**config.mk**
```make
export PLATFORM = sky130hd
export DESIGN_NAME = bus_string_enumeration_controller
export DESIGN_NICKNAME = d
export VERILOG_FILES = /design/src/sv/bsec_pkg.sv /design/src/sv/bsec_ctrl.sv /design/src/sv/bsec_dp.sv /design/src/sv/bus_string_enumeration_controller.sv
export SDC_FILE = /design/constraint.sdc
export NUM_CORES = 1
export LEC_CHECK = 0
export BUFFER_PORTS_ARGS = -buffer_cell sky130_fd_sc_hd__buf_2
export CAP_MARGIN = 15
export CORE_AREA = 2 2 198 200
export DETAILED_ROUTE_END_ITERATION = 10
export DIE_AREA = 0 0 200 202
export PLACE_DENSITY = 0.69
export SLEW_MARGIN = 0
export SYNTH_ARGS = -nofsm -noshare
export SYNTH_HDL_FRONTEND = slang
export SYNTH_SLANG_ARGS = --single-unit
```
**constraint.sdc**
```tcl
create_clock -name clk -period 10.8 [get_ports clk]
set_clock_uncertainty 0.2 [all_clocks]
set_input_delay 0.54 -clock clk [delete_from_list [all_inputs] [get_ports clk]]
set_output_delay 0.54 -clock clk [all_outputs]
set_load 0.03 [all_outputs]
```
**src/sv/bsec_pkg.sv**
```systemverilog
// Shared types and constants for the bus string enumeration controller.
// No dependencies; imported by every module of the block.
`timescale 1ns / 1ps

package bsec_pkg;

  // Default string count and fixed record widths
  localparam int STRING_COUNT_DEF = 4;
  localparam int PIN_W            = 4;
  localparam int MAX_MSG          = 4;
  localparam int SLOT_W           = 2;
  localparam int CNT_W            = 3;

  // Channel widths
  localparam int IN_DATA_W  = 16;
  localparam int IN_USER_W  = 2;
  localparam int OUT_DATA_W = 32;
  localparam int OUT_USER_W = 1;
  localparam int CFG_IDX_W  = 3;
  localparam int CFG_DATA_W = 10;

  // Input actions
  localparam logic [1:0] ACT_TICK = 2'd0;
  localparam logic [1:0] ACT_RESP = 2'd1;
  localparam logic [1:0] ACT_UP   = 2'd2;
  localparam logic [1:0] ACT_OFF  = 2'd3;

  // String states
  localparam logic [3:0] ST_OFF    = 4'd0;
  localparam logic [3:0] ST_UP     = 4'd1;
  localparam logic [3:0] ST_PING   = 4'd2;
  localparam logic [3:0] ST_ADDR   = 4'd3;
  localparam logic [3:0] ST_DIR    = 4'd4;
  localparam logic [3:0] ST_JUMP   = 4'd5;
  localparam logic [3:0] ST_INFO   = 4'd6;
  localparam logic [3:0] ST_ACTIVE = 4'd7;
  localparam logic [3:0] ST_REPING = 4'd8;

  // Poll kinds (two and three both mean mirror poll)
  localparam logic [1:0] PK_OFF  = 2'd0;
  localparam logic [1:0] PK_CHAN = 2'd1;
  localparam logic [1:0] PK_MIRR = 2'd2;

  // Message commands
  localparam logic [3:0] MC_NULL    = 4'd0;
  localparam logic [3:0] MC_SETADDR = 4'd1;
  localparam logic [3:0] MC_SETDIR  = 4'd2;
  localparam logic [3:0] MC_JUMP    = 4'd3;
  localparam logic [3:0] MC_SERNUM  = 4'd4;
  localparam logic [3:0] MC_VERSION = 4'd5;
  localparam logic [3:0] MC_STRING  = 4'd6;
  localparam logic [3:0] MC_GETCHAN = 4'd7;
  localparam logic [3:0] MC_GETMIRR = 4'd8;

  // Configuration register indexes
  localparam logic [CFG_IDX_W-1:0] CFG_PWR_UP   = 3'd0;
  localparam logic [CFG_IDX_W-1:0] CFG_PWR_ON   = 3'd1;
  localparam logic [CFG_IDX_W-1:0] CFG_INFO     = 3'd2;
  localparam logic [CFG_IDX_W-1:0] CFG_POLL     = 3'd3;
  localparam logic [CFG_IDX_W-1:0] CFG_RETRY    = 3'd4;
  localparam logic [CFG_IDX_W-1:0] CFG_DIR_ATT  = 3'd5;
  localparam logic [CFG_IDX_W-1:0] CFG_RST_ATT  = 3'd6;

  // Commands from controller to datapath
  typedef struct packed {
    logic              accept;
    logic              exec;
    logic              load;
    logic [SLOT_W-1:0] slot;
    logic              last;
  } bsec_cmd_t;

  // Status from datapath to controller
  typedef struct packed {
    logic [SLOT_W-1:0] last_slot;
    logic              out_free;
  } bsec_sts_t;

endpackage

```
**src/sv/bsec_ctrl.sv**
```systemverilog
// Sequencing controller: accept, execute, then emit the result beats.
// Depends on bsec_pkg.
`timescale 1ns / 1ps

module bsec_ctrl (
  input  logic                clk,
  input  logic                rst_n,
  input  logic                in_tvalid,
  output logic                in_tready,
  input  bsec_pkg::bsec_sts_t sts,
  output bsec_pkg::bsec_cmd_t cmd
);
  import bsec_pkg::*;

  localparam logic [1:0] S_IDLE = 2'd0;
  localparam logic [1:0] S_EXEC = 2'd1;
  localparam logic [1:0] S_EMIT = 2'd2;

  logic [1:0]        state_r, state_nxt;
  logic [SLOT_W-1:0] slot_r, slot_nxt;

  assign in_tready = (state_r == S_IDLE);

  // Commands
  always_comb begin
    cmd.accept = (state_r == S_IDLE) && in_tvalid;
    cmd.exec   = (state_r == S_EXEC);
    cmd.load   = (state_r == S_EMIT) && sts.out_free;
    cmd.slot   = slot_r;
    cmd.last   = (slot_r == sts.last_slot);
  end

  // Next state
  always_comb begin
    state_nxt = state_r;
    slot_nxt  = slot_r;
    unique case (state_r)
      S_IDLE: begin
        if (in_tvalid) state_nxt = S_EXEC;
      end
      S_EXEC: begin
        state_nxt = S_EMIT;
        slot_nxt  = '0;
      end
      S_EMIT: begin
        if (sts.out_free) begin
          if (slot_r == sts.last_slot) state_nxt = S_IDLE;
          else slot_nxt = slot_r + SLOT_W'(1);
        end
      end
      default: state_nxt = S_IDLE;
    endcase
  end

  always_ff @(posedge clk) begin
    if (!rst_n) begin
      state_r <= S_IDLE;
      slot_r  <= '0;
    end else begin
      state_r <= state_nxt;
      slot_r  <= slot_nxt;
    end
  end

endmodule

```
**src/sv/bsec_dp.sv**
```systemverilog
// Datapath: configuration, per-string records, step logic, message buffer
// and output register. Depends on bsec_pkg.
`timescale 1ns / 1ps

module bsec_dp #(
  parameter int STRING_COUNT = bsec_pkg::STRING_COUNT_DEF
) (
  input  logic                              clk,
  input  logic                              rst_n,
  input  logic [bsec_pkg::IN_DATA_W-1:0]    in_tdata,
  input  logic [bsec_pkg::IN_USER_W-1:0]    in_tuser,
  output logic                              out_tvalid,
  input  logic                              out_tready,
  output logic [bsec_pkg::OUT_DATA_W-1:0]   out_tdata,
  output logic [bsec_pkg::OUT_USER_W-1:0]   out_tuser,
  output logic                              out_tlast,
  input  logic                              cfg_we,
  input  logic [bsec_pkg::CFG_IDX_W-1:0]    cfg_index,
  input  logic [bsec_pkg::CFG_DATA_W-1:0]   cfg_wdata,
  input  bsec_pkg::bsec_cmd_t               cmd,
  output bsec_pkg::bsec_sts_t               sts
);
  import bsec_pkg::*;

  localparam int SIDX_W = $clog2(STRING_COUNT);

  // Configuration registers
  logic [9:0] pwr_up_r, pwr_on_r, info_r;
  logic [7:0] poll_r;
  logic [3:0] retry_r, dir_att_r;
  logic [2:0] rst_att_r;

  always_ff @(posedge clk) begin
    if (!rst_n) begin
      pwr_up_r  <= 10'd500;
      pwr_on_r  <= 10'd100;
      info_r    <= 10'd100;
      poll_r    <= 8'd50;
      retry_r   <= 4'd3;
      dir_att_r <= 4'd6;
      rst_att_r <= 3'd3;
    end else if (cfg_we) begin
      unique case (cfg_index)
        CFG_PWR_UP:  pwr_up_r  <= cfg_wdata;
        CFG_PWR_ON:  pwr_on_r  <= cfg_wdata;
        CFG_INFO:    info_r    <= cfg_wdata;
        CFG_POLL:    poll_r    <= cfg_wdata[7:0];
        CFG_RETRY:   retry_r   <= cfg_wdata[3:0];
        CFG_DIR_ATT: dir_att_r <= cfg_wdata[3:0];
        CFG_RST_ATT: rst_att_r <= cfg_wdata[2:0];
        default: ;
      endcase
    end
  end

  // Latched input beat
  logic [1:0] act_in_r, tgt_r;
  logic       rv_r, qe_r, tu_r;
  logic [3:0] rt_r;

  always_ff @(posedge clk) begin
    if (cmd.accept) begin
      act_in_r <= in_tuser;
      tgt_r    <= in_tdata[1:0];
      rv_r     <= in_tdata[2];
      rt_r     <= in_tdata[6:3];
      qe_r     <= in_tdata[7];
      tu_r     <= in_tdata[8];
    end
  end

  // String records and globals
  logic [3:0]        st_r [STRING_COUNT];
  logic [7:0]        ha_r [STRING_COUNT];
  logic [9:0]        dc_r [STRING_COUNT];
  logic [7:0]        pw_r [STRING_COUNT];
  logic [7:0]        pn_r [STRING_COUNT];
  logic [1:0]        pk_r [STRING_COUNT];
  logic [SIDX_W-1:0] act_r;
  logic [3:0]        dt_r;
  logic [2:0]        rc_r;
  logic              td_r;
  logic [PIN_W-1:0]  sup_r, pwr_r;

  // Step results
  logic [3:0]        st_nxt;
  logic [7:0]        ha_nxt, pw_nxt, pn_nxt;
  logic [9:0]        dc_nxt;
  logic [1:0]        pk_nxt;
  logic [SIDX_W-1:0] act_nxt;
  logic [3:0]        dt_nxt;
  logic [2:0]        rc_nxt;
  logic              td_nxt;
  logic [PIN_W-1:0]  sup_nxt, pwr_nxt;
  logic              pull_nxt;
  logic [CNT_W-1:0]  nm_nxt;
  logic              m_org [MAX_MSG];
  logic [7:0]        m_addr [MAX_MSG];
  logic [3:0]        m_cmd [MAX_MSG];
  logic [7:0]        m_data [MAX_MSG];

  logic              tgt_ok, wr_ok;
  logic [SIDX_W-1:0] sidx;

  assign tgt_ok = (int'(tgt_r) < STRING_COUNT);
  assign wr_ok  = (act_in_r == ACT_TICK) || tgt_ok;
  always_comb begin
    if (act_in_r == ACT_TICK) sidx = act_r;
    else if (tgt_ok)          sidx = tgt_r[SIDX_W-1:0];
    else                      sidx = '0;
  end

  // One step of the record logic for the selected string
  always_comb begin
    logic       go;
    logic [3:0] ns;
    logic       exh;
    logic [7:0] a;
    logic [7:0] pn_t;

    st_nxt   = st_r[sidx];
    ha_nxt   = ha_r[sidx];
    dc_nxt   = dc_r[sidx];
    pw_nxt   = pw_r[sidx];
    pn_nxt   = pn_r[sidx];
    pk_nxt   = pk_r[sidx];
    act_nxt  = act_r;
    dt_nxt   = dt_r;
    rc_nxt   = rc_r;
    td_nxt   = td_r;
    sup_nxt  = sup_r;
    pwr_nxt  = pwr_r;
    pull_nxt = 1'b0;
    nm_nxt   = '0;
    for (int i = 0; i < MAX_MSG; i++) begin
      m_org[i]  = 1'b0;
      m_addr[i] = '0;
      m_cmd[i]  = MC_NULL;
      m_data[i] = '0;
    end
    go   = 1'b0;
    ns   = ST_OFF;
    exh  = (rt_r >= retry_r);
    a    = ha_r[sidx];
    pn_t = pn_r[sidx];

    unique case (act_in_r)
      // Tick on the round-robin string
      ACT_TICK: begin
        priority case (st_r[sidx])
          ST_OFF: begin
            act_nxt = (sidx == SIDX_W'(STRING_COUNT - 1)) ? '0 : sidx + SIDX_W'(1);
          end
          ST_UP: begin
            if (dc_r[sidx] == pwr_on_r) pwr_nxt[sidx] = 1'b1;
            if (dc_r[sidx] == 10'd0) begin
              go = 1'b1;
              ns = ST_PING;
            end else begin
              dc_nxt  = dc_r[sidx] - 10'd1;
              act_nxt = (sidx == SIDX_W'(STRING_COUNT - 1)) ? '0 : sidx + SIDX_W'(1);
            end
          end
          ST_INFO: begin
            if (dc_r[sidx] != 10'd0) begin
              dc_nxt = dc_r[sidx] - 10'd1;
            end else begin
              // Four information requests in a row
              for (int i = 0; i < MAX_MSG; i++) m_addr[i] = a;
              m_cmd[0]  = MC_SERNUM;
              m_cmd[1]  = MC_VERSION;
              m_cmd[2]  = MC_STRING;
              m_cmd[3]  = MC_STRING;
              m_data[3] = 8'd1;
              nm_nxt    = CNT_W'(MAX_MSG);
              dt_nxt    = '0;
              go        = 1'b1;
              ns        = ST_ACTIVE;
            end
          end
          ST_ACTIVE: begin
            if (a == 8'd0) begin
              go = 1'b1;
              ns = ST_OFF;
            end else if (tu_r) begin
              // polling held off
            end else if (pw_r[sidx] != 8'd0 && !qe_r) begin
              pw_nxt = pw_r[sidx] - 8'd1;
            end else begin
              pw_nxt = poll_r;
              if (pn_t == 8'd0 || pn_t > a) pn_t = 8'd1;
              pn_nxt = pn_t;
              if (pk_r[sidx] == PK_OFF) begin
                // no poll
              end else if (pk_r[sidx] == PK_CHAN) begin
                m_addr[0] = pn_t;
                m_cmd[0]  = MC_GETCHAN;
                nm_nxt    = CNT_W'(1);
                pk_nxt    = PK_MIRR;
              end else begin
                m_addr[0] = pn_t;
                m_cmd[0]  = MC_GETMIRR;
                nm_nxt    = CNT_W'(1);
                pk_nxt    = PK_CHAN;
                pn_nxt    = pn_t + 8'd1;
              end
            end
            act_nxt = (sidx == SIDX_W'(STRING_COUNT - 1)) ? '0 : sidx + SIDX_W'(1);
          end
          default: ;
        endcase
      end
      // Response to the head message
      ACT_RESP: begin
        pull_nxt = 1'b1;
        if (tgt_ok) begin
          priority case (st_r[sidx])
            ST_PING: begin
              if (rv_r) begin
                dt_nxt = '0;
                go     = 1'b1;
                ns     = ST_ADDR;
              end else begin
                pull_nxt = 1'b0;
                if (exh) begin
                  go = 1'b1;
                  ns = ST_INFO;
                end
              end
            end
            ST_ADDR: begin
              if (!rv_r && !exh) begin
                pull_nxt = 1'b0;
              end else begin
                td_nxt = 1'b0;
                dt_nxt = '0;
                go     = 1'b1;
                ns     = ST_DIR;
              end
            end
            ST_DIR: begin
              if (rv_r) begin
                dt_nxt = '0;
                go     = 1'b1;
                ns     = ST_JUMP;
              end else begin
                dt_nxt = (dt_r != 4'd15) ? dt_r + 4'd1 : dt_r;
                if (dt_nxt < dir_att_r) begin
                  td_nxt = ~td_r;
                  go     = 1'b1;
                  ns     = ST_DIR;
                end else begin
                  pull_nxt = 1'b0;
                  if (a != 8'd0) ha_nxt = a - 8'd1;
                  rc_nxt = (rc_r != 3'd7) ? rc_r + 3'd1 : rc_r;
                  go     = 1'b1;
                  if (rc_nxt < rst_att_r) begin
                    dt_nxt = '0;
                    ns     = ST_PING;
                  end else begin
                    ns = ST_INFO;
                  end
                end
              end
            end
            ST_JUMP: begin
              if (rv_r) begin
                go = 1'b1;
                ns = ST_PING;
              end else if (!exh) begin
                pull_nxt = 1'b0;
              end else begin
                go = 1'b1;
                ns = ST_REPING;
              end
            end
            ST_REPING: begin
              if (rv_r) begin
                go = 1'b1;
                ns = ST_PING;
              end else if (!exh) begin
                pull_nxt = 1'b0;
              end else begin
                if (a != 8'd0) ha_nxt = a - 8'd1;
                go = 1'b1;
                ns = ST_INFO;
              end
            end
            default: ;
          endcase
        end
      end
      // Power up or power off a string
      default: begin
        if (tgt_ok) begin
          go = 1'b1;
          ns = (act_in_r == ACT_UP) ? ST_UP : ST_OFF;
        end
      end
    endcase

    // State entry actions
    if (go) begin
      unique case (ns)
        ST_OFF: begin
          sup_nxt[sidx] = 1'b1;
          pwr_nxt[sidx] = 1'b0;
          ha_nxt        = '0;
          rc_nxt        = '0;
        end
        ST_UP: begin
          sup_nxt[sidx] = 1'b0;
          pwr_nxt[sidx] = 1'b0;
          ha_nxt        = '0;
          dc_nxt        = pwr_up_r;
        end
        ST_PING: begin
          m_org[0] = 1'b1;
          nm_nxt   = CNT_W'(1);
        end
        ST_ADDR: begin
          if (ha_nxt != 8'hFF) ha_nxt = ha_nxt + 8'd1;
          m_org[0]  = 1'b1;
          m_cmd[0]  = MC_SETADDR;
          m_data[0] = ha_nxt;
          nm_nxt    = CNT_W'(1);
        end
        ST_DIR: begin
          m_org[0]  = 1'b1;
          m_addr[0] = ha_nxt;
          m_cmd[0]  = MC_SETDIR;
          m_data[0] = {7'd0, td_nxt};
          nm_nxt    = CNT_W'(1);
        end
        ST_JUMP: begin
          m_org[0]  = 1'b1;
          m_addr[0] = ha_nxt;
          m_cmd[0]  = MC_JUMP;
          nm_nxt    = CNT_W'(1);
        end
        ST_INFO: begin
          dc_nxt = info_r;
        end
        ST_ACTIVE: begin
          pk_nxt = PK_CHAN;
          pn_nxt = 8'd1;
        end
        ST_REPING: begin
          m_org[0]  = 1'b1;
          m_addr[0] = ha_nxt;
          nm_nxt    = CNT_W'(1);
        end
        default: ;
      endcase
      st_nxt = ns;
    end
  end

  // Record write-back
  always_ff @(posedge clk) begin
    if (!rst_n) begin
      for (int i = 0; i < STRING_COUNT; i++) begin
        st_r[i] <= ST_OFF;
        ha_r[i] <= '0;
        dc_r[i] <= '0;
        pw_r[i] <= '0;
        pn_r[i] <= 8'd1;
        pk_r[i] <= PK_CHAN;
      end
      act_r <= '0;
      dt_r  <= '0;
      rc_r  <= '0;
      td_r  <= 1'b0;
      sup_r <= '1;
      pwr_r <= '0;
    end else if (cmd.exec) begin
      if (wr_ok) begin
        st_r[sidx] <= st_nxt;
        ha_r[sidx] <= ha_nxt;
        dc_r[sidx] <= dc_nxt;
        pw_r[sidx] <= pw_nxt;
        pn_r[sidx] <= pn_nxt;
        pk_r[sidx] <= pk_nxt;
      end
      act_r <= act_nxt;
      dt_r  <= dt_nxt;
      rc_r  <= rc_nxt;
      td_r  <= td_nxt;
      sup_r <= sup_nxt;
      pwr_r <= pwr_nxt;
    end
  end

  // Message buffer for the current item
  logic              b_org_r [MAX_MSG];
  logic [7:0]        b_addr_r [MAX_MSG];
  logic [3:0]        b_cmd_r [MAX_MSG];
  logic [7:0]        b_data_r [MAX_MSG];
  logic [CNT_W-1:0]  b_cnt_r;
  logic [1:0]        b_str_r;
  logic              b_pull_r;

  always_ff @(posedge clk) begin
    if (cmd.exec) begin
      for (int i = 0; i < MAX_MSG; i++) begin
        b_org_r[i]  <= m_org[i];
        b_addr_r[i] <= m_addr[i];
        b_cmd_r[i]  <= m_cmd[i];
        b_data_r[i] <= m_data[i];
      end
      b_cnt_r  <= nm_nxt;
      b_str_r  <= (act_in_r == ACT_TICK) ? 2'(act_r) : tgt_r;
      b_pull_r <= pull_nxt;
    end
  end

  assign sts.last_slot = (b_cnt_r == '0) ? '0 : SLOT_W'(b_cnt_r - CNT_W'(1));

  // Output register
  logic                  out_valid_r;
  logic [OUT_DATA_W-1:0] out_data_r;
  logic                  out_msg_r;
  logic                  out_last_r;
  logic                  slot_msg;

  assign sts.out_free = !out_valid_r || out_tready;
  assign slot_msg     = (CNT_W'(cmd.slot) < b_cnt_r);

  always_ff @(posedge clk) begin
    if (!rst_n) begin
      out_valid_r <= 1'b0;
    end else if (cmd.load) begin
      out_valid_r <= 1'b1;
    end else if (out_tready) begin
      out_valid_r <= 1'b0;
    end
  end

  always_ff @(posedge clk) begin
    if (cmd.load) begin
      out_msg_r  <= slot_msg;
      out_last_r <= cmd.last;
      out_data_r <= {pwr_r, sup_r, b_pull_r, b_data_r[cmd.slot], b_cmd_r[cmd.slot],
                     b_addr_r[cmd.slot], (slot_msg ? b_str_r : 2'd0), b_org_r[cmd.slot]};
    end
  end

  assign out_tvalid = out_valid_r;
  assign out_tdata  = out_data_r;
  assign out_tuser  = out_msg_r;
  assign out_tlast  = out_last_r;

endmodule

```
**src/sv/bus_string_enumeration_controller.sv**
```systemverilog
// Flow: an accepted beat is worked in the execute state, then its result beats are loaded
// into the output register one per cycle while the sink is ready (one to four per item).
// A new item is taken only after the last result beat of the current one has been loaded
// into the one-beat output register.
// Reset: rst_n synchronous, active low; restores all string records and the register
// defaults, sets every supply enable bit and clears every node power enable bit.
`timescale 1ns / 1ps

module bus_string_enumeration_controller #(
  parameter int STRING_COUNT = bsec_pkg::STRING_COUNT_DEF
) (
  input  logic                            clk,
  input  logic                            rst_n,
  // tdata: target_string[1:0], resp_valid[2], tx_retries[6:3], queue_empty[7],
  //        test_update[8], zero [15:9]
  input  logic                            in_tvalid,
  output logic                            in_tready,
  input  logic [bsec_pkg::IN_DATA_W-1:0]  in_tdata,
  // tuser: action[1:0]
  input  logic [bsec_pkg::IN_USER_W-1:0]  in_tuser,
  // tdata: msg_origin[0], msg_string[2:1], msg_addr[10:3], msg_cmd[14:11],
  //        msg_data[22:15], pull_message[23], supply_enables[27:24], power_enables[31:28]
  output logic                            out_tvalid,
  input  logic                            out_tready,
  output logic [bsec_pkg::OUT_DATA_W-1:0] out_tdata,
  // tuser: msg_valid[0]
  output logic [bsec_pkg::OUT_USER_W-1:0] out_tuser,
  output logic                            out_tlast,
  input  logic                            cfg_we,
  input  logic [bsec_pkg::CFG_IDX_W-1:0]  cfg_index,
  input  logic [bsec_pkg::CFG_DATA_W-1:0] cfg_wdata
);
  import bsec_pkg::*;

  bsec_cmd_t cmd;
  bsec_sts_t sts;

  bsec_ctrl u_ctrl (
    .clk       (clk),
    .rst_n     (rst_n),
    .in_tvalid (in_tvalid),
    .in_tready (in_tready),
    .sts       (sts),
    .cmd       (cmd)
  );

  bsec_dp #(
    .STRING_COUNT (STRING_COUNT)
  ) u_dp (
    .clk        (clk),
    .rst_n      (rst_n),
    .in_tdata   (in_tdata),
    .in_tuser   (in_tuser),
    .out_tvalid (out_tvalid),
    .out_tready (out_tready),
    .out_tdata  (out_tdata),
    .out_tuser  (out_tuser),
    .out_tlast  (out_tlast),
    .cfg_we     (cfg_we),
    .cfg_index  (cfg_index),
    .cfg_wdata  (cfg_wdata),
    .cmd        (cmd),
    .sts        (sts)
  );

endmodule

```
==> results.yml, run 1 <==
logic_synthesis:
  yosysTopAreaCell: "edfxtp_1"
  synth_cell_types: 92
  async_flop_share_pct: 0
  synth_nets: 1787
  yosysSeqAreaShare_pct: 51.0
  synth_cells: 1720
  synth_edf_count: 241
  syn_area_um2: 17000
  synth_warnings: 0
  yosys-top-cells-count: "241 x edfxtp_1, 224 x nand2_1, 200 x nor2_1"
  ys.flop_type: "edfxtp_1"
  yosysMostFrequentCell: "edfxtp_1"
  synth.area.top_cells: "edfxtp_1 43%, dfxtp_1 8.5%, nand2_1 4.9%, nor2_1 4.4%, a21oi_1 2.4%"
  synth_top_area_share_pct: 42.5
  ys_ff_latch: 313
  post_synth.cell_area_avg_um2: 9.90
placement:
  gp_routability_congestion: 0.953
  placedCellCount: 2241
  dp_slack_ns: 3.97
  placed_area_um2: 17800
  dpl.hpwl_um: 33600
  io_buffers: 64
drt:
  vias: 14200
  drc: 0
  totalWireLength_um: 49700
  first_iter_violations: 1576
  post_drt_wl_per_cell_um: 21.5
  drtAntennaViolNets: 0
  first_pass_iters: 6
  via_per_inst: 6.14
worst_setup_path:
  r2r-start: "u_dp.act_in_r[1]"
  crit_path_end_kind: "register"
  critPathLaunch: "u_dp.act_in_r[1]"
  critPathMaxFanout: 57
  worstSetupEndpoint: "u_dp.ha_r[2][0]"
  crit_slowest_cell: "nor4_1"
  worstPathRequired_ns: 10.96
  rr_endpoint: "u_dp.ha_r[2][0]"
  path_delay_family: "simple AND/OR/NAND/NOR gates"
  rr_worst_depth: 18
  cp_cell_sequence: "or2_1 -> mux2_4 -> inv_2 -> buf_4 -> a211oi_1 -> o211ai_1 -> o21ai_1 -> nor2_1 -> mux2_2 -> inv_1 -> ha_1 -> inv_1 -> nor2_1 -> o2111a_1 -> o22ai_1 -> nor4_1 -> nor4bb_1 -> nor3_1"
  r2r_setup_slack_ns: 3.77
  cp.depth: 18
  worstSetupPathType: "reg2reg"
  critPathBufInv: 4
  worst_setup_path_start_kind: "register"
  critPathArrivalTime_ns: 7.19
  max_stage_delay_ns: 0.85
finish:
  syn_to_final_growth_pct: 11.3
  layoutNonFillerInstCount: 2313
  fin_area_um2: 19000
  nNetsFinal: 1838
  postLayoutCoreUtil_pct: 49.5
  n_antenna_cell: 0
  drive_gt1_share_pct: 13.1
clock_network:
  cts_resized: 0
  ctsHoldBuffers: 11
  clock_sinks: 313
  cts-root-buf: "clkbuf_16"
  postCtsSetupBuffers: 0
  path_clk_slew_ns: 0.06
  h-tree-depth: 2
  clockBufferDepth: 3
  cts_tree: "done"
  cts_buffers: 35
  clock_latency_ns: 0.54
power:
  p_sw_uw: 870
  power.density_nw_per_um2: 159
  pwr-share-clk_pct: 36.6
  p_comb_share_pct: 17.3
  p_seq_share_pct: 46.1
  switching_share_pct: 28.9
  power.internal_mw: 2.14
  p_total_mw: 3.01
  ir_worst_vdd_v: 0.0000820
  p_leak_nw: 7.02
sta:
  tightest_slew_ns: 1.17
  setup_viol: 0
  finalCritPeriodShare_pct: 65.1
  min_period_ns: 7.03
  fin_ws_ns: 3.77
  hold_slack_ns: 0.0742
  rsz0062_at_grt: "false"
  finalHoldViolations: 0
  max_freq_ghz: 0.142
  finalMaxSlewViolations: 0
  slew_headroom_pct: 21.5
  tns_ns: 0
floorplanning:
  initial_core_util_pct: 44.5
  rows: 72
  die_h_um: 202
  die-width_um: 200
  ios: 72
  dieArea_um2: 40400
  coreArea_um2: 38300
status:
  status: "finished, final reports clean"
grt:
  grt_overflow: 0
  grt_pass1_vias: 13400
  grt_pass1_wl_um: 75800
  grt_usage_pct: 24.3
  grt_max_degree: 58
  antenna_found_initial: 0
job:
  maxCapViolCount: 0
worst_hold_path:
  hold_class: "in2reg"
## routing by layer
metal  GRT usage [%]  routed length (um)  vias to the layer above
met5               0                   0                        -
met4            9.21                1620                        0
met3            3.70                4120                      119
met2            39.0               22900                      666
met1            33.3               21000                     6928
li1                -                   -                     6481
## power by group through the flow
stage,sequential [mW],clock (mW),combinational [mW]
after floorplan,1.41,0,0.354
after global placement,1.41,0,0.499
after detailed placement,1.41,0,0.506
after CTS,1.39,1.12,0.511
after global routing,1.39,1.17,0.563
final,1.39,1.10,0.522
## kinds of logic (layout without fill, tap and decap cells)
group	Yosys count	count (layout)	synth area share [%]
buf+inv	146	221	3.99
fa+ha+maj	31	31	2.28
compound gates	368	368	15.3
xor+xnor	32	32	1.65
flops	313	313	51.0
mux	59	59	3.87
simple gates	771	771	22.0
## final cells by class
class / count / area, um2
Clock buffer: 47 / 961
Timing Repair Buffer: 108 / 678
Fill cell: 3534 / 19300
Inverter: 52 / 195
Multi-Input combinational cell: 1261 / 7720
Tap cell: 518 / 648
Clock inverter: 14 / 72.6
Sequential cell: 313 / 8680
## sequential cells by signal (all words and copies together) (netlist names), 3 cells and up, named ones only
name / flops
u_dp.st_r: 16
u_dp.poll_r: 8
u_dp.dt_r: 4
u_dp.b_cmd_r: 5
u_dp.retry_r: 4
u_dp.rc_r: 3
u_dp.rt_r: 4
u_dp.rst_att_r: 3
u_dp.pn_r: 32
u_dp.out_tdata: 32
u_dp.pw_r: 32
u_dp.pwr_on_r: 10
u_dp.b_data_r: 9
u_dp.dc_r: 40
u_dp.info_r: 10
u_dp.pwr_r: 4
u_dp.b_addr_r: 16
u_dp.pk_r: 8
u_dp.pwr_up_r: 10
u_dp.dir_att_r: 4
u_dp.ha_r: 32
## worst min-delay path: stages
cell and delay [ns]:
buf_2 0.11, nand2_1 0.05, nand3_1 0.07
## worst min path at each step
stage / from / to / slack, ns / cells after the start
final: cfg_wdata[8] / u_dp.pwr_up_r[8] / 0.07 / 3
after global routing: cfg_wdata[9] / u_dp.pwr_on_r[9] / 0.07 / 3
after detailed placement: u_dp.pwr_r[2] / u_dp.out_tdata[30] / 0.22 / 0
after floorplan: u_dp.b_pull_r / u_dp.out_tdata[23] / 0.20 / 0
after global placement: u_dp.b_pull_r / u_dp.out_tdata[23] / 0.20 / 0
after CTS: cfg_wdata[8] / u_dp.pwr_up_r[8] / 0.06 / 3
## placed cells by master (no fill, tap or decap), types with 13 or more instances in the layout
cell       synthesis  layout
clkbuf_16          0      35
nand4_1           14      14
nor2_1           200     200
mux2_2            17      17
nand3_1           67      67
a211oi_1          42      42
buf_2             30      64
nor3_1            72      72
nor4_1            20      20
o211ai_1          22      22
dfxtp_1           72      72
buf_4              3      33
edfxtp_1         241     241
ha_1              31      30
or2_2             19      19
inv_1             48      47
mux2i_1           37      37
xnor2_1           17      17
xor2_1            15      15
a31oi_1           19      19
nand2_1          224     220
o21ai_0           58      57
a21oi_1           82      82
and2_1            37      37
and3_1            36      36
a31o_2            13      13
Note: power is estimated with default switching activity, not from simulation.
==> inputs of run 2 (changes only) <==
==> constraint.sdc (replaced) <==
create_clock -name clk -period 6.65 [get_ports clk]
set_clock_uncertainty 0.2 [all_clocks]
set_input_delay 0.3325 -clock clk [delete_from_list [all_inputs] [get_ports clk]]
set_output_delay 0.3325 -clock clk [all_outputs]
set_load 0.03 [all_outputs]
==> run 2 against run 1 <==
  * Critical path depth up 3
  * Cell count up 1.8%
  * Sequential power up 63%
  * Total power up 75%
  * Wire length up 1.4%
  * Core utilization up 1.5 points
  * Combinational power up 69%
  * Register-to-register slack worse by 3.4 ns
  * Flip-flop and latch count unchanged
  * Maximum frequency up 11%
  * Non-clock buffer count up 34
  * Critical endpoint is now u_dp.ha_r[2][4]
  * Largest cell class unchanged
  * Largest power group unchanged
==> results.yml, run 2 (synthesis gave the netlist of run 1 again) <==
power:
  ir_worst_vdd_v: 0.000175
  power.density_nw_per_um2: 270
  p_leak_nw: 7.30
  p_total_mw: 5.27
finish:
  largest_reg_flops: 40
  layout_common_cells: "241 x edfxtp_1, 220 x nand2_1, 200 x nor2_1"
  layout_commonest_cell: "edfxtp_1"
  syn_to_final_growth_pct: 14.7
  layoutNonFillerInstCount: 2354
  postLayoutCoreUtil_pct: 51.0
  fin_area_um2: 19500
  max_flop_register: "u_dp.dc_r"
  nNetsFinal: 1874
  drive_gt1_share_pct: 14.5
drt:
  totalWireLength_um: 50400
  first_iter_violations: 1493
  drc: 0
  vias: 14300
  first_pass_iters: 5
  post_drt_wl_per_cell_um: 21.4
  via_per_inst: 6.09
  drtAntennaViolNets: 0
worst_setup_path:
  critPathBufInv: 4
  critPathMaxFanout: 27
  cp.depth: 21
  rr_endpoint: "u_dp.ha_r[2][4]"
  critPathLaunch: "u_dp.act_in_r[1]"
  crit_slowest_cell: "o31ai_1"
  worst_setup_path_start_kind: "register"
  path_delay_family: "compound AO/OA/AOI/OAI gates"
  worstSetupEndpoint: "u_dp.ha_r[2][4]"
  worstPathRequired_ns: 6.68
  max_stage_delay_ns: 0.83
  worstSetupPathType: "reg2reg"
  critPathArrivalTime_ns: 6.35
  cp_cell_sequence: "or3b_4 -> nand2_4 -> inv_2 -> nand2_1 -> a31o_2 -> ha_1 -> inv_1 -> a211oi_1 -> a31oi_1 -> o21ai_1 -> nor2_1 -> mux2_2 -> inv_1 -> ha_1 -> inv_1 -> nor2_1 -> o2111a_1 -> o22ai_1 -> nor3_1 -> o31ai_1 -> a21oi_1"
  r2r_setup_slack_ns: 0.33
  crit_top_cell: "inv_1"
  rr_worst_depth: 21
  r2r-start: "u_dp.act_in_r[1]"
  crit_path_end_kind: "register"
grt:
  met2_usage_pct: 40.1
  antenna_found_initial: 1
  grt_overflow: 0
  grt_util_met3_pct: 4.39
  use_met1_pct: 33.5
  grt_pass1_wl_um: 77300
  grt_usage_pct: 24.9
  grt_max_degree: 53
  top_usage_layer: "met2"
  grt_pass1_vias: 13500
clock_network:
  cts_resized: 0
  cts-root-buf: "clkbuf_16"
  clock_sinks: 313
  postCtsSetupBuffers: 0
  path_clk_slew_ns: 0.06
  clock_latency_ns: 0.54
  cts_tree: "done"
  cts_buffers: 37
  h-tree-depth: 2
  clockBufferDepth: 3
sta:
  finalMaxSlewViolations: 0
  finalCritPeriodShare_pct: 95.0
  hold_slack_ns: 0.0136
  max_freq_ghz: 0.158
  finalHoldViolations: 0
  fin_ws_ns: 0.332
  tightest_slew_ns: 1.13
  min_period_ns: 6.32
  setup_viol: 0
  rsz0062_at_grt: "false"
  slew_headroom_pct: 23.7
  tns_ns: 0
placement:
  gp_routability_congestion: 0.957
  placedCellCount: 2260
  dpl.hpwl_um: 34700
  io_buffers: 64
  placed_area_um2: 18000
  dp_slack_ns: 0.614
worst_hold_path:
  hold_class: "in2reg"
floorplanning:
  rows: 72
  coreArea_um2: 38300
  die-width_um: 200
  initial_core_util_pct: 44.5
  die_h_um: 202
  ios: 72
  dieArea_um2: 40400
job:
  maxCapViolCount: 0
status:
  status: "finished, final reports clean"
==> run 2: cell types whose count changed in the layout (fill, tap and decap cells not counted), sizes merged <==
cell / previous run / this run
clkinvlp: 0 / 1
buf: 97 / 118
clkinv: 13 / 11
bufinv: 0 / 6
dlygate4sd3: 11 / 23
clkbuf: 47 / 50
diode: 0 / 1
inv: 53 / 52
==> run 2: worst min-delay path by stage <==
stage | from | end | slack (ns) | cells past startpoint
4_1_cts | rst_n | u_dp.retry_r[0] | 0.06 | 3
3_5_place_dp | u_dp.b_pull_r | u_dp.out_tdata[23] | 0.22 | 0
3_3_place_gp | u_dp.b_pull_r | u_dp.out_tdata[23] | 0.20 | 0
6_report | cfg_index[1] | u_dp.pwr_on_r[9] | 0.01 | 4
5_1_grt | cfg_index[1] | u_dp.pwr_on_r[9] | 0.04 | 4
2_1_floorplan | u_dp.b_pull_r | u_dp.out_tdata[23] | 0.20 | 0
==> run 2: area by class of cell <==
type	count	area, um2
antenna	1	2.50
timing repair buffer	142	1010
tap	518	648
clock buffer	49	1030
clock inverter	18	245
inverter	52	195
multi-input combinational	1261	7710
fill	3437	18800
sequential	313	8680
==> run 2: what timing repair did <==
action                                  in CTS  in global routing
hold buffers                                23                  0
hold endpoints to repair                    59                  0
endpoints found under the setup margin       0                  0
==> run 2: per-layer routing <==
layer  routed length, um  share of wire (%)
met5                   0                  0
met4                1760                3.5
met3                4660                9.2
met2               23200                 46
met1               20700                 41
==> run 2: tightest hold or removal path, delay by kind of cell <==
kind	cells	cell delay, ns
AND/OR/NAND/NOR	2	0.17
AO/OA/AOI/OAI	1	0.05
buffers and inverters	1	0.15
==> run 2: power breakdown <==
part | switching, mW | internal [mW] | total, mW
logic | 0.596 | 0.284 | 0.880
clock network | 0.806 | 1.33 | 2.13
registers | 0.0496 | 2.21 | 2.26
total | 1.45 | 3.82 | 5.27
==> inputs of run 3 (changes only) <==
--- a/config.mk
+++ b/config.mk
@@ -5,11 +5,12 @@
 export SDC_FILE = /design/constraint.sdc
 export NUM_CORES = 1
 export LEC_CHECK = 0
+export ABC_AREA = 1
 export BUFFER_PORTS_ARGS = -buffer_cell sky130_fd_sc_hd__buf_2
 export CAP_MARGIN = 15
-export CORE_AREA = 2 2 198 200
+export CORE_AREA = 2 2 195 197
 export DETAILED_ROUTE_END_ITERATION = 10
-export DIE_AREA = 0 0 200 202
+export DIE_AREA = 0 0 197 199
 export PLACE_DENSITY = 0.69
 export SLEW_MARGIN = 0
 export SYNTH_ARGS = -nofsm -noshare
==> run 3 against run 2 <==
  * Count of clock-buffer cells in the layout is 4 lower
  * Register-to-register slack better by 0.89 ns
  * Core utilization decreased by 1.2 points
  * Total power is 25% higher
  * Critical path depth is 4 higher
  * Wire length is 19% lower
  * Area after synthesis down 3.5%
  * Global-route usage is 3.9 points lower
  * Clock power is 11% lower
  * Highest routed layer unchanged
==> results.yml, run 3 <==
finish:
  layout_common_cells: "440 x nand2_1, 276 x nor2_1, 241 x edfxtp_1"
  nNetsFinal: 2053
  n_antenna_cell: 0
  max_flop_register: "u_dp.dc_r"
  layout_commonest_cell: "nand2_1"
  largest_reg_flops: 40
  drive_gt1_share_pct: 12.3
  final.fill_count: 3421
  syn_to_final_growth_pct: 12.6
sta:
  setup_viol: 0
  finalMaxSlewViolations: 0
  tns_ns: 0
  slew_headroom_pct: 34.3
  rsz0062_at_grt: "false"
  finalCritPeriodShare_pct: 81.7
  finalHoldViolations: 0
  min_period_ns: 5.43
  tightest_slew_ns: 0.984
  max_freq_ghz: 0.184
  fin_ws_ns: 1.22
worst_setup_path:
  critPathArrivalTime_ns: 5.48
  critPathMaxFanout: 62
  worst_setup_path_start_kind: "register"
  worstPathRequired_ns: 6.70
  worstSetupPathType: "reg2reg"
  r2r_setup_slack_ns: 1.22
  worstSetupEndpoint: "u_dp.ha_r[2][1]"
  crit_path_end_kind: "register"
  rr_worst_depth: 25
  critPathLaunch: "u_dp.act_in_r[0]"
  rr_endpoint: "u_dp.ha_r[2][1]"
  r2r-start: "u_dp.act_in_r[0]"
logic_synthesis:
  yosysTopAreaCell: "edfxtp_1"
  synth_warnings: 0
  synth_nets: 1973
  async_flop_share_pct: 0
  synth_edf_count: 241
  syn_area_um2: 16400
  post_synth.cell_area_avg_um2: 8.62
  ys.flop_type: "edfxtp_1"
  synth_cell_types: 61
  yosysMostFrequentCell: "nand2_1"
  synth_top_area_share_pct: 44.1
  yosysSeqAreaShare_pct: 52.8
  ys_ff_latch: 313
  yosys-top-cells-count: "443 x nand2_1, 277 x nor2_1, 241 x edfxtp_1"
  synth_cells: 1906
  synth.area.top_cells: "edfxtp_1 44%, nand2_1 10%, dfxtp_1 8.8%, nor2_1 6.3%, inv_1 5.0%"
placement:
  dpl.hpwl_um: 27300
  gp_routability_congestion: 0.911
  io_buffers: 64
  dp_slack_ns: 1.28
floorplanning:
  die-width_um: 197
  dieArea_um2: 39200
  coreArea_um2: 37100
  initial_core_util_pct: 44.2
  ios: 72
  rows: 71
  die_h_um: 199
power:
  p_sw_mw: 2.42
  p_seq_share_pct: 38.6
  ir_worst_vdd_v: 0.000162
  p_comb_share_pct: 32.5
  power.density_nw_per_um2: 356
  p_total_mw: 6.59
  switching_share_pct: 36.7
  p_leak_nw: 7.87
  pwr-share-clk_pct: 28.8
  power.internal_mw: 4.17
clock_network:
  clockBufferDepth: 3
  clock_latency_ns: 0.52
  postCtsSetupBuffers: 0
  cts_buffers: 35
  cts_tree: "done"
  h-tree-depth: 2
  clock_sinks: 313
  cts-root-buf: "clkbuf_16"
  path_clk_slew_ns: 0.06
worst_hold_path:
  whs_path_depth: 3
  hold_class: "in2reg"
job:
  maxCapViolCount: 0
drt:
  first_iter_violations: 1313
  post_drt_wl_per_cell_um: 16.4
  drc: 0
  vias: 13200
  via_per_inst: 5.29
  totalWireLength_um: 40800
  drtAntennaViolNets: 0
  first_pass_iters: 7
grt:
  grt_usage_pct: 21.0
  grt_pass1_wl_um: 65100
  grt_overflow: 0
  grt_max_degree: 66
  grt_pass1_vias: 12500
  antenna_found_initial: 0
status:
  status: "finished, final reports clean"
-- run 3: final cells by class --
cell class / count / area [um2] / share of cell area (%)
sequential: 313 / 8680 / 46.9
multi-input combinational: 1288 / 6470 / 35.0
clock buffer: 45 / 955 / 5.16
inverter: 240 / 903 / 4.88
timing repair buffer: 108 / 718 / 3.88
tap: 474 / 593 / 3.21
clock inverter: 18 / 179 / 0.967
-- run 3: cell families (layout without fill, tap and decap cells) --
group	count (synthesis)	after routing	share of synthesized area, %
xor+xnor	21	21	1.23
fa+ha+maj	31	31	2.36
simple gates	994	994	26.6
buf+inv	305	411	7.95
compound gates	242	242	9.01
flops	313	313	52.8
-- run 3: how the worst min path moves through the flow --
| stage | from | to |
|---|---|---|
| CTS | in_tvalid | u_ctrl.state_r[0] |
| floorplan | u_dp.b_pull_r | u_dp.out_tdata[23] |
| global route | cfg_index[2] | u_dp.retry_r[0] |
| global placement | u_dp.b_pull_r | u_dp.out_tdata[23] |
| detailed placement | register | u_dp.out_tdata[25] |
| finish | in_tvalid | u_ctrl.state_r[0] |
-- run 3: layer usage --
metal / part of all wire, % / global-route usage (%)
met1: 43 / 27.1
met2: 48 / 36.4
met3: 6.3 / 2.95
met4: 2.7 / 6.71
met5: 0 / 0
-- run 3: power groups by stage --
stage                     combinational, mW  clock [mW]  sequential [mW]
after floorplan                        1.51           0             2.66
after global placement                 2.06           0             2.57
after detailed placement               2.10           0             2.58
after CTS                              2.12        1.93             2.54
after global routing                   2.38        2.00             2.57
final                                  2.14        1.90             2.54
-- run 3: repair_timing --
item | 4_1_cts | 5_1_grt
hold endpoints to repair | 51 | 0
setup endpoints to repair | 0 | 0
hold buffers | 22 | 0
resized for setup | 0 | 0
-- run 3: metrics by stage --
stage / utilization [%] / std cells / instance area, um2 / hold WS, ns
floorplan: - / 1906 / 16400 / 0.200
global placement: 46.2 / 2401 / 17100 / 0.225
detailed placement: 46.2 / 2401 / 17100 / 0.226
CTS: 49.8 / 2486 / 18500 / 0.0235
global route: 49.8 / 2486 / 18500 / 0.0669
finish: 49.8 / 2486 / 18500 / 0.0224
-- run 3: critical path, cell delays in order (launching register included) --
cell,delay (ns)
edfxtp_1,0.44
nor2_4,0.49
nand2_2,0.33
nand2_2,0.43
buf_12,0.34
nand2_1,0.10
nand3_1,0.11
nand2_2,0.16
ha_1,0.23
nand2_1,0.06
nor2_1,0.06
nand2_2,0.15
nand3_2,0.16
nor2_4,0.20
inv_1,0.07
o21ai_0,0.30
ha_1,0.24
nand3_1,0.13
nor2_4,0.16
nand3_2,0.17
nor2_1,0.13
nor2_1,0.05
nand2_1,0.10
nand2_1,0.06
nand2_1,0.15
nor2_1,0.06
